**src/lph_ram.sv**
```systemverilog
// ----------------------------------------------------------------------------
// lph_ram
// Generic single-port RAM, one write or read per cycle, registered read.
// ----------------------------------------------------------------------------
module lph_ram #(
  parameter int unsigned WIDTH = 8,
  parameter int unsigned DEPTH = 16
) (
  input  logic                     clk,
  input  logic                     we,
  input  logic [$clog2(DEPTH)-1:0] addr,
  input  logic [WIDTH-1:0]         wdata,
  output logic [WIDTH-1:0]         rdata
);
  logic [WIDTH-1:0] mem [DEPTH];

  always_ff @(posedge clk) begin
    if (we) begin
      mem[addr] <= wdata;
    end
    rdata <= mem[addr];
  end
endmodule

```
**config.mk**
```make
export PLATFORM = sky130hd
export DESIGN_NAME = lph_ram
export DESIGN_NICKNAME = d
export VERILOG_FILES = /design/src/lph_ram.sv
export SDC_FILE = /design/constraint.sdc
export NUM_CORES = 1
export LEC_CHECK = 0
export ABC_AREA = 1
export BUFFER_PORTS_ARGS = -buffer_cell sky130_fd_sc_hd__buf_2
export CAP_MARGIN = 25
export CORE_ASPECT_RATIO = 1.4
export CORE_UTILIZATION = 40
export DETAILED_ROUTE_END_ITERATION = 6
export GPL_TIMING_DRIVEN = 1
export HOLD_SLACK_MARGIN = 0.12
export PLACE_DENSITY_LB_ADDON = 0.08
export REMOVE_ABC_BUFFERS = 1
export SYNTH_ARGS = -nofsm -noshare
export SYNTH_HDL_FRONTEND = slang
export SYNTH_SLANG_ARGS = --single-unit
```
**constraint.sdc**
```tcl
create_clock -name clk -period 4.2 [get_ports clk]
set_clock_uncertainty 0.1 [all_clocks]
set_input_delay 0.84 -clock clk [delete_from_list [all_inputs] [get_ports clk]]
set_output_delay 0.84 -clock clk [all_outputs]
set_load 0.005 [all_outputs]
```
Yosys cells after proc, flatten, opt, wreduce, memory -nomap -nowiden
Memory sizes are Yosys's and may differ from the RTL's. A register that Yosys moved wholly into a read port is not among the register bits. Index checks and enable logic that the tools add are counted.

Mux-type cells: 2.

Operator list (count): $mux 1 (2).

Memories: 1. Output and inout bits: 8. Flip-flop bits (word level): 0. Logic and storage cells: 3. Bits of input ports: 14. Bits in writable memories: 128.

Memory list: mem (words 16, bits a word 8, read ports 1, clocked after memory_dff 1, write ports 1, line 15) `logic [WIDTH-1:0] mem [DEPTH];`.

Depth between registers and ports, before layout
Gate-level depths: netlist (run 1).

Depth after elaboration: 2. Mapped depth: 11. Gate-level depth less buffers: 9.

Worst setup path after synthesis (run 1)
Ideal clock, no wire load.

Path type: input -> register. From: input addr[1]. To: memory mem[3][0], enable pin. Library setup time: 0.370 ns. Required time: 3.730 ns. Cell stages on the path: 4. Path buffers: 2. Arrival time: 1.847 ns. Setup slack: 1.883 ns. Cell sequence: buf_2 -> clkbuf_1 -> nand3_1 -> nor2_1.

RTL lines: start, declared (line 11) `input logic [$clog2(DEPTH)-1:0] addr,`; end, declared (line 15).

Straight into the memory's write port.

Worst setup path in the final report (run 1)
From: input addr[1]. To: memory mem[0][0], enable pin.

Straight into the memory's write port.

==> run summary, run 1 <==
The nature of the critical path endpoint is a flip-flop. The floorplan step set the die height to 142 um. In this run the most critical hold path is launched from mem[13][6]. The run gives 529 um as the routed wire length on met3.

The cell area reported after detailed placement was 5840 um2; the post-synthesis to final-layout area growth was 14.9%. The worst hold path belongs to the class reg2reg. The die outline area was 14500 um2; the worst stage delay on the critical path was 770 ps.

The number of enable-type register cells in the synthesized netlist was 128. The kind of critical path is in2reg. After clock tree synthesis, the flow added hold-fix buffers numbering 0.

The tools report the number of antenna violations at the first check in global routing as 0. The flow ran to the end, and the final reports show no timing, DRC or antenna violations. In the final layout, the multi-input gates occupy 1390 um2. Counting instances, the worst hold path has a depth of 8. The pin slew with the least headroom to its limit came out at 887 ps. The final design instance area without fill is 6430 um2, and the data arrival time at the worst-slack endpoint is 2390 ps.

Traced cell by cell, the critical path runs through buf_2 -> clkinv_1 -> nand3_1 -> nor2_1. In this run, post-CTS repair resized a total of 0 instances. The width of the die was 102 um. The number of routed nets with antenna violations is 0.

The number of fill cells came out at 1285. The final clock period utilization by the worst path is 0.586, and the setup total negative slack is 0 ps. After detailed routing, the number of vias per cell comes to 4.60.

The floorplan row count is 50, and the first-pass iteration count of the detailed router is 4. For the total track usage, the log shows 0.193. Entering global routing, the biggest net connects 60 pins. Most used flip-flop cell after synthesis: edfxtp_1. Buffers inserted during clock tree synthesis total 17.

Based on the critical path, the design can be clocked at up to 406 MHz. The first global-routing pass estimated 19500 um of wire. The Yosys step of the flow raised 0 warnings. The tools report the clock sink total as 136. The data required time at the worst endpoint was 4130 ps; the power per unit of standard cell area was 493 nW/um2. The aggregate routed wire length was 12600 um. In the synthesized netlist, the cells that appear most often are nand2_1, edfxtp_1, inv_1, nor2_1, buf_2. Cell with the largest stage delay on the worst path: nor2_1.

Routability-driven placement finished with a final weighted congestion of 0.873. Clock-pin slew was measured on the worst setup and hold paths at 60 ps. The worst reg2reg path startpoint is mem[5][3]. The max-slew violation count is 0, and the flip-flop and latch area is 4000 um2. For the worst flop-to-flop path, the logic depth is 8. The met1 wire length was 5500 um. The later pin in the worst-skew pair is clocked with a latency of 410 ps. The worst-case IR drop observed on VDD is 271 uV. The first routing iteration left 226 violations. For the via count of the first global-routing pass, the log shows 3573. Setup violations remaining at the end of the flow were counted as 0. Max-cap violations in this run came to 0. The biggest fanout along the worst timing path works out to 19. Tightest slew margin relative to the limit: 0.406.

No sink is reached through more buffers than the 2 on the longest clock path. Synthesis produced 548 cells. In this run the clock root is driven by a clkbuf_16.

Sorting the synthesized cells by area gives the leading types as edfxtp_1, nand2_1, dfxtp_1. In this run the static leakage power is 2.72 nW. STA classifies the critical path startpoint as an input port. TritonCTS built the clock tree. Input and output buffers added on the ports amount to 21.

The top cell type's share of synthesized area works out to 0.687. The placeable core area came out at 13500 um2. The logs give 0 for the antenna diode count and 3523 for the total via count after detailed routing. The run gives 0.414 as the effective utilization at floorplan. The tools report the terminus of the critical flop-to-flop path as rdata[3]. The share of flip-flops with an asynchronous set or reset after synthesis was 0; the number of post-CTS setup repair buffers was 0. Among all cell types in the netlist, the one instantiated most often is nand2_1. The hold violation count in the final report is 0, and the fraction of layout instances using a drive strength above 1 is 0.0925.

After synthesis, the mean cell area works out to 10.2 um2. The tools report the destination of the worst hold path as rdata[6]. Setup repair after global routing left no endpoint under its margin. Detailed routing placed a total of 6240 um of wire on met2. The count of nets after finishing is 585, and the number of synthesized register bits is 136.

Wire length per cell after detailed routing: 16.4 um. Summed over all layers, the global routing overflow is 0. Detailed placement finished with a half-perimeter wire length of 8000 um. The run gives 0.716 as the sequential fraction of the synthesis area. The final routed DRC violation total was 0; the deepest level of the CTS H-tree was 4. The top routing layer in use is met4. The worst path in the final design needs a cycle of 2460 ps, including I/O delays and setup. The cell accounting for the most synthesized area was edfxtp_1. Setup slack on the worst reg-to-reg path comes out at 3010 ps.

During I/O placement, the number of pins put on the boundary was 22. The tools report the synthesized area as 5590 um2. The post-synthesis cell type count is 11.
[placed cells by master, fill, tap and decap left out]
cell type	instances
buf_4	4
clkbuf_16	17
bufinv_16	3
nand3_1	4
clkbuf_1	1
clkinv_1	4
nor2_1	18
inv_2	1
buf_2	21
dfxtp_1	8
clkinvlp_4	5
nand2_1	346
edfxtp_1	128
clkinv_2	2
inv_1	21
clkinv_4	1
[kinds of logic (layout without fill, tap and decap cells)]
| family | after synthesis | count (layout) | synth area share |
|---|---|---|---|
| buf+inv | 44 | 80 | 0.0362 |
| flops | 136 | 136 | 0.716 |
| simple gates | 368 | 368 | 0.248 |
[worst max-delay path: cells and delay by family]
kind / cells / cell delay, ps
buf+inv: 2 / 430
simple gates: 2 / 1110
[worst max path at each step]
| stage | start | end | slack (ps) | cells after the start |
|---|---|---|---|---|
| floorplan | addr[0] | mem[6][0] | 1700 | 3 |
| global placement | addr[1] | mem[0][2] | 1330 | 4 |
| detailed placement | addr[1] | mem[0][3] | 1290 | 4 |
| CTS | addr[1] | mem[0][6] | 1720 | 4 |
| global route | addr[1] | mem[0][4] | 1640 | 4 |
| finish | addr[1] | mem[0][0] | 1740 | 4 |
[sequential cells by signal (all words and copies together), names as in the netlist]
name,count
mem,128
rdata,8
[power by group]
part	leakage [nW]	internal [W]	total (W)	switching [W]
Clock	0.270	0.000924	0.00146	0.000540
Sequential	1.22	0.00152	0.00153	0.00000793
Combinational	1.22	0.0000464	0.000177	0.000131
Total	2.72	0.00249	0.00317	0.000679
[layout make-up]
cell class / instances / area share
clock buffer: 18 / 0.0668
timing repair buffer: 25 / 0.0210
sequential: 136 / 0.623
clock inverter: 14 / 0.0245
inverter: 23 / 0.0134
tap: 182 / 0.0354
multi-input combinational: 368 / 0.216
[metrics by stage]
stage | hold slack (ps) | std cells | total power (W) | setup slack [ps] | util
4_1_cts | 623 | 766 | 0.00319 | 1720 | 0.476
2_1_floorplan | 543 | 527 | 0.00164 | 1700 | -
3_3_place_gp | 604 | 734 | 0.00173 | 1330 | 0.432
5_1_grt | 677 | 766 | 0.00327 | 1640 | 0.476
6_report | 614 | 766 | 0.00317 | 1740 | 0.476
3_5_place_dp | 611 | 734 | 0.00173 | 1290 | 0.432
[layer usage]
metal  global-route usage  up-vias
li1                     -     1796
met1                0.236     1622
met2                0.328       84
met3               0.0453       21
met4               0.0752        0
met5                    0        -
Power figures use the tool's default switching activity.
==> run 2: changes to the inputs <==
==> constraint.sdc (replaced) <==
create_clock -name clk -period 2.3 [get_ports clk]
set_clock_uncertainty 0.1 [all_clocks]
set_input_delay 0.46 -clock clk [delete_from_list [all_inputs] [get_ports clk]]
set_output_delay 0.46 -clock clk [all_outputs]
set_load 0.005 [all_outputs]
==> run summary, run 2 (synthesized netlist as in run 1, its figures left out) <==
The run finished with clean final reports. The tools report the nature of the critical path endpoint as a flip-flop. Cell with the largest stage delay on the worst path: inv_2. In the layout the commonest cells are nand2_1, edfxtp_1, buf_4.

Width of the die: 102 um. For the final routed database, the setup TNS stands at 0 ps. The tools report the number of routed nets with antenna violations as 0.

The achievable frequency came out at 671 MHz. The tools report the worst reg2reg path startpoint as mem[6][7]. The clock sink total is 136, and the number of top-level pins is 22.

STA puts the critical path data required time at 2310 ps. Compared with the post-synthesis result, the final layout area differs by 17.7%. The number of buffers inserted by port buffering was 21. After detailed routing, the number of remaining DRC violations is 0. Once placement completed, the tool counted placed cells totaling 759.

The logs give 0.201 for the total track usage and 0 for the total grt overflow. The later pin in the worst-skew pair is clocked with a latency of 410 ps. The floorplan step defined a core boundary enclosing 13500 um2. After detailed routing, the average wire length per cell comes to 16.3 um. Using the TritonRoute via totals, the vias-per-cell ratio works out to 4.66. Leaving out filler cells and counting taps, the final layout contains 790.

After clock tree synthesis, the repair step resized 0 gates. Aggregate routed wire length: 12900 um. The run gives 17 as the total clock buffers created by CTS. The reg-to-reg setup timing slack is 1170 ps, and the hold-fix buffer count after cts is 0. The critical path goes through buf_2 -> inv_2 -> nand3_1 -> nor2_1 -> buf_4. The final clock period utilization by the worst path is 0.648, and the detailed-placement wirelength estimate is 8450 um. The tools report the source of the worst hold timing path as wdata[0].

The detailed router placed 3683 vias in this run. The die is 142 um tall. The logs give 177 for the first-iteration detailed-routing DRC count and 4 for the deepest level of the CTS H-tree.

The flip-flop count of the largest register, all copies and words added is 128. The critical path contains buffers and inverters numbering 3 combined. The floorplan has 50 rows. The worst stage delay on the critical path is 250 ps. The tools report the number of antenna violations at the first check in global routing as 0.

The kind of cell with the highest combined delay along the critical path is buffers and inverters. The critical path starts at addr[0]. The worst setup path is launched from an input port. Entering global routing, the biggest net connects 33 pins.

Leaving out fill and tap cells, the most frequent cell in the layout is nand2_1. Setup violations remaining at the end of the flow were counted as 0. The fraction of layout instances using a drive strength above 1 came out at 0.130. After clock tree synthesis, the clock-pin slew on the worst setup and hold paths is 50 ps. For the number of post-CTS setup repair buffers, the log shows 0.

After the last flow step, the layout net total stands at 610. The biggest fanout along the worst timing path is 15, and the static power due to leakage is 2.85 nW. The antenna diode count came out at 0.

For the final RePlAce weighted congestion, the log shows 0.847. STA puts the critical path data arrival time at 1500 ps. Setup repair after global routing left no endpoint under its margin. The worst path needs 1490 ps of the cycle, external delays included. The effective utilization at floorplan came out at 0.414. The min-delay analysis places its worst path in the category in2reg. Power per unit of standard cell area: 862 nW/um2. TritonCTS built the clock tree.

The run gives 2 as the deepest clock path buffer count. The logs give 0 for the max-slew violation count and 0 for the hold violation count in the final report. The largest registers in the layout are mem: 128 flops, rdata: 8 flops.

The register with the most flip-flops in the final layout is mem. Power comes to 0.00567 W. The first global-routing pass estimated 20300 um of wire.

The first-pass iteration count of the detailed router was 4; the max-cap check violation count was 0. The via count of the first global-routing pass is 3677, and the pin slew with the least headroom to its limit is 406 ps. The worst-case IR drop observed on VDD is 382 uV. The cell sitting at the root of the clock tree is a clkbuf_16. For the tightest slew margin relative to the limit, the log shows 0.729.

Kind of critical path: in2reg. Die outline area: 14500 um2.
==> run 2: final cells by class <==
class / count / area, um2
inverters: 23 / 86.3
well taps: 182 / 228
multi-input cells: 368 / 1390
flip-flops and latches: 136 / 4000
clock inverters: 14 / 133
repair buffers: 50 / 323
clock buffers: 17 / 425
fillers: 1340 / 6930
==> run 2: path summary, 6_finish.rpt <==
path              depth (start not counted)         end
hold reg to reg                           8    rdata[1]
setup reg to reg                          8    rdata[7]
setup / recovery                          5  mem[12][5]
hold / removal                            1   mem[5][0]
==> run 2: metrics by stage <==
step / worst slack, ps / cell area, um2 / hold slack, ps / utilization
floorplan: 175 / 5480 / 459 / -
global placement: 401 / 6030 / 592 / 0.446
detailed placement: 397 / 6030 / 600 / 0.446
CTS: 830 / 6590 / 364 / 0.487
global route: 701 / 6590 / 368 / 0.487
finish: 809 / 6590 / 370 / 0.487
==> run 2: worst register-to-register path, cell delays in order (launching register included) <==
cell and delay (ps):
edfxtp_1 390, nand2_1 80, nand2_1 50, nand2_1 50
nand2_1 60, nand2_1 100, nand2_1 90, inv_1 60
nand2_1 50
==> run 2: routing by layer <==
layer  wire length [um]  vias up  global-route usage
li1                   -     1850                   -
met1               5520     1738               0.243
met2               6730       75               0.345
met3                394       20              0.0424
met4                263        0              0.0820
met5                  0        -                   0
==> run 2: report_power, final <==
part	leakage [nW]	total (W)	internal, W	switching [W]
registers	1.22	0.00279	0.00277	0.0000149
logic	1.35	0.000337	0.0000984	0.000239
clock network	0.272	0.00255	0.00157	0.000976
==> run 3: changes to the inputs <==
==> constraint.sdc (replaced) <==
create_clock -name clk -period 1.4 [get_ports clk]
set_clock_uncertainty 0.1 [all_clocks]
set_input_delay 0.28 -clock clk [delete_from_list [all_inputs] [get_ports clk]]
set_output_delay 0.28 -clock clk [all_outputs]
set_load 0.005 [all_outputs]
==> run summary, run 3 (synthesized netlist as in run 1, its figures left out) <==
The flow ran to the end, and the final reports show no timing, DRC or antenna violations. The logs give 0 for the hold violation count in the final report and 1390 um2 for the combined area of the multi-input logic cells. The number of antenna diodes in the final layout is 0.

Fraction of layout instances using a drive strength above 1: 0.134. The cell family contributing the most delay on the critical path is flip-flops. The hold-fix buffer count after cts is 0.

Wires add up to 13200 um. In this run the power spent charging and discharging nets is 0.00208 W. The pin slew with the least headroom to its limit came out at 412 ps. The worst setup path is captured at an output pin.

The clock-pin slew on the worst setup and hold paths works out to 60 ps. The critical path in this run is classified as reg2out. TritonCTS built the clock tree. Counting I/O delays and the setup requirement, the final critical path takes 1290 ps.

Dividing the detail-routed via count by the number of cells gives 4.64. Setup violations remaining at the end of the flow were counted as 0. The register ranked first by flip-flop count is mem. Gates resized during post-CTS repair numbered 0. Leaving out fill and tap cells, the most frequent cell in the layout is nand2_1. IR analysis of the VDD net gives a maximum drop of 806 uV. After the last flow step, the layout net total stands at 613.

Number of fill cells: 1307. Summing all placed instances gives a cell area of 6060 um2. The tools report the detailed-placement wirelength estimate as 8740 um.

The logs give 0.343 for the met2 capacity usage during global routing and 910 ps for the data arrival time at the worst-slack endpoint. For this run, the top clock speed supported by timing is 776 MHz. The biggest fanout along the worst timing path was 1; the die outline area was 14500 um2.

From left edge to right edge, the die measures 102 um. The final clock period utilization by the worst path came out at 0.921. The placeable core area was 13500 um2. The floorplan row count is 50, and the total via count after detailed routing is 3687. The tools report the number of post-CTS setup repair buffers as 0. The layer carrying the most global-route usage is met2.

The detailed router finished its first iteration with 211 violations. Compared with the post-synthesis result, the final layout area differs by 19.3%. The final hold slack is 214 ps, and the cell-internal power is 0.00769 W. The flip-flop count of the largest register, all copies and words added works out to 128. The sequential cells in the finished layout cover a total of 4000 um2. The signal on the critical path passes through buf_2. The library cells used most frequently in the layout, excluding fill and tap cells, are nand2_1, edfxtp_1, buf_4. For this run the aggregate overflow at the end of global routing stands at 0. In this run the deepest clock path goes through 2 buffers. Before antenna repair, the detailed router went through 4 iterations.

For this design the ratio of total power to cell area is 1460 nW/um2. The number of buffers inserted by port buffering works out to 21. Entering global routing, the biggest net connects 44 pins. The via count of the first global-routing pass was 3718. The first global-routing pass estimated 21200 um of wire. The number of routed nets with antenna violations was 0. The H-tree was split into 4 levels.

With fillers left out, the area of the finished cells amounts to 6670 um2. The clock reaches the later pin of the worst-skew pair after 410 ps. The tools report the total track usage as 0.205.

Buffers inserted during clock tree synthesis total 17. The die height came out at 142 um. The buffers plus inverters on the worst setup path was 1; the effective utilization at floorplan was 0.414. The tools report the sort of element at the start of the critical path as a flip-flop. Switching part of the total power: 0.213. The run gives 0.469 as the fraction of power consumed by sequential logic. The wire length per cell after detailed routing is 16.7 um. The logs give 2.88 nW for the static power due to leakage and 0.059 for the portion of total power attributed to combinational logic. The tools report the final routed DRC violation total as 0. The tightest slew margin relative to the limit is 0.725. Clock sink total: 136. For the max-slew violation count, the log shows 0.

The tool flagged a number of max-cap violations equal to 0. The logs give 0.0310 for the global-route met3 utilization and 762 for the number of cells in the design after placement. The met1 demand-to-capacity share in global routing is 0.271.

Setup repair after global routing left no endpoint under its margin. The number of top-level pins was 22. In this design, the stage delay of the slowest critical-path cell is 370 ps. The root buffer cell chosen for the clock tree is clkbuf_16. In the final layout, the registers with the most flip-flops are mem: 128 flops, rdata: 8 flops. Among all stages on the critical path, the largest delay is contributed by dfxtp_1. Class of the most critical hold timing path: in2reg. Number of antenna violations at the first check in global routing: 0.

At the worst endpoint, the required time is 1020 ps. Final RePlAce weighted congestion: 0.904. The logs give 0.471 for the clock network fraction of total power and 794 for the count of placed standard cells in the final layout, fillers left out.
## run 3: final timing paths
path | from | end | slack, ps | cells after the start
max | rdata[2] | rdata[2] | 110 | 1
min | wdata[1] | mem[8][1] | 210 | 1
max reg2reg | mem[3][3] | rdata[3] | 290 | 8
min reg2reg | mem[2][0] | rdata[0] | 600 | 8
## run 3: routing by layer
layer / wire length [um] / up-vias
li1: - / 1852
met3: 332 / 14
met5: 0 / -
met2: 6710 / 57
met1: 5950 / 1764
met4: 250 / 0
## run 3: cell type report
cell class | instances | area share
inverter | 23 | 0.0129
clock inverter | 14 | 0.0272
multi-input combinational | 368 | 0.208
tap | 182 | 0.0341
clock buffer | 18 | 0.0643
timing repair buffer | 53 | 0.0536
sequential | 136 | 0.600
## run 3: power by group through the flow
stage	Combinational, W	Clock, W	Sequential, W
after floorplan	0.000260	0	0.00466
after detailed placement	0.000587	0	0.00467
after CTS	0.000591	0.00466	0.00458
after global placement	0.000587	0	0.00467
final	0.000577	0.00460	0.00458
after global routing	0.000663	0.00484	0.00459
## run 3: metrics by stage
step	utilization	TNS (ps)	worst slack [ps]	power (W)
6_report	0.494	0	111	0.00976
5_1_grt	0.494	0	81.4	0.0101
4_1_cts	0.494	0	83.1	0.00983
3_5_place_dp	0.449	-13610	-164	0.00526
3_3_place_gp	0.449	-14980	-173	0.00525
2_1_floorplan	-	-47270	-545	0.00492
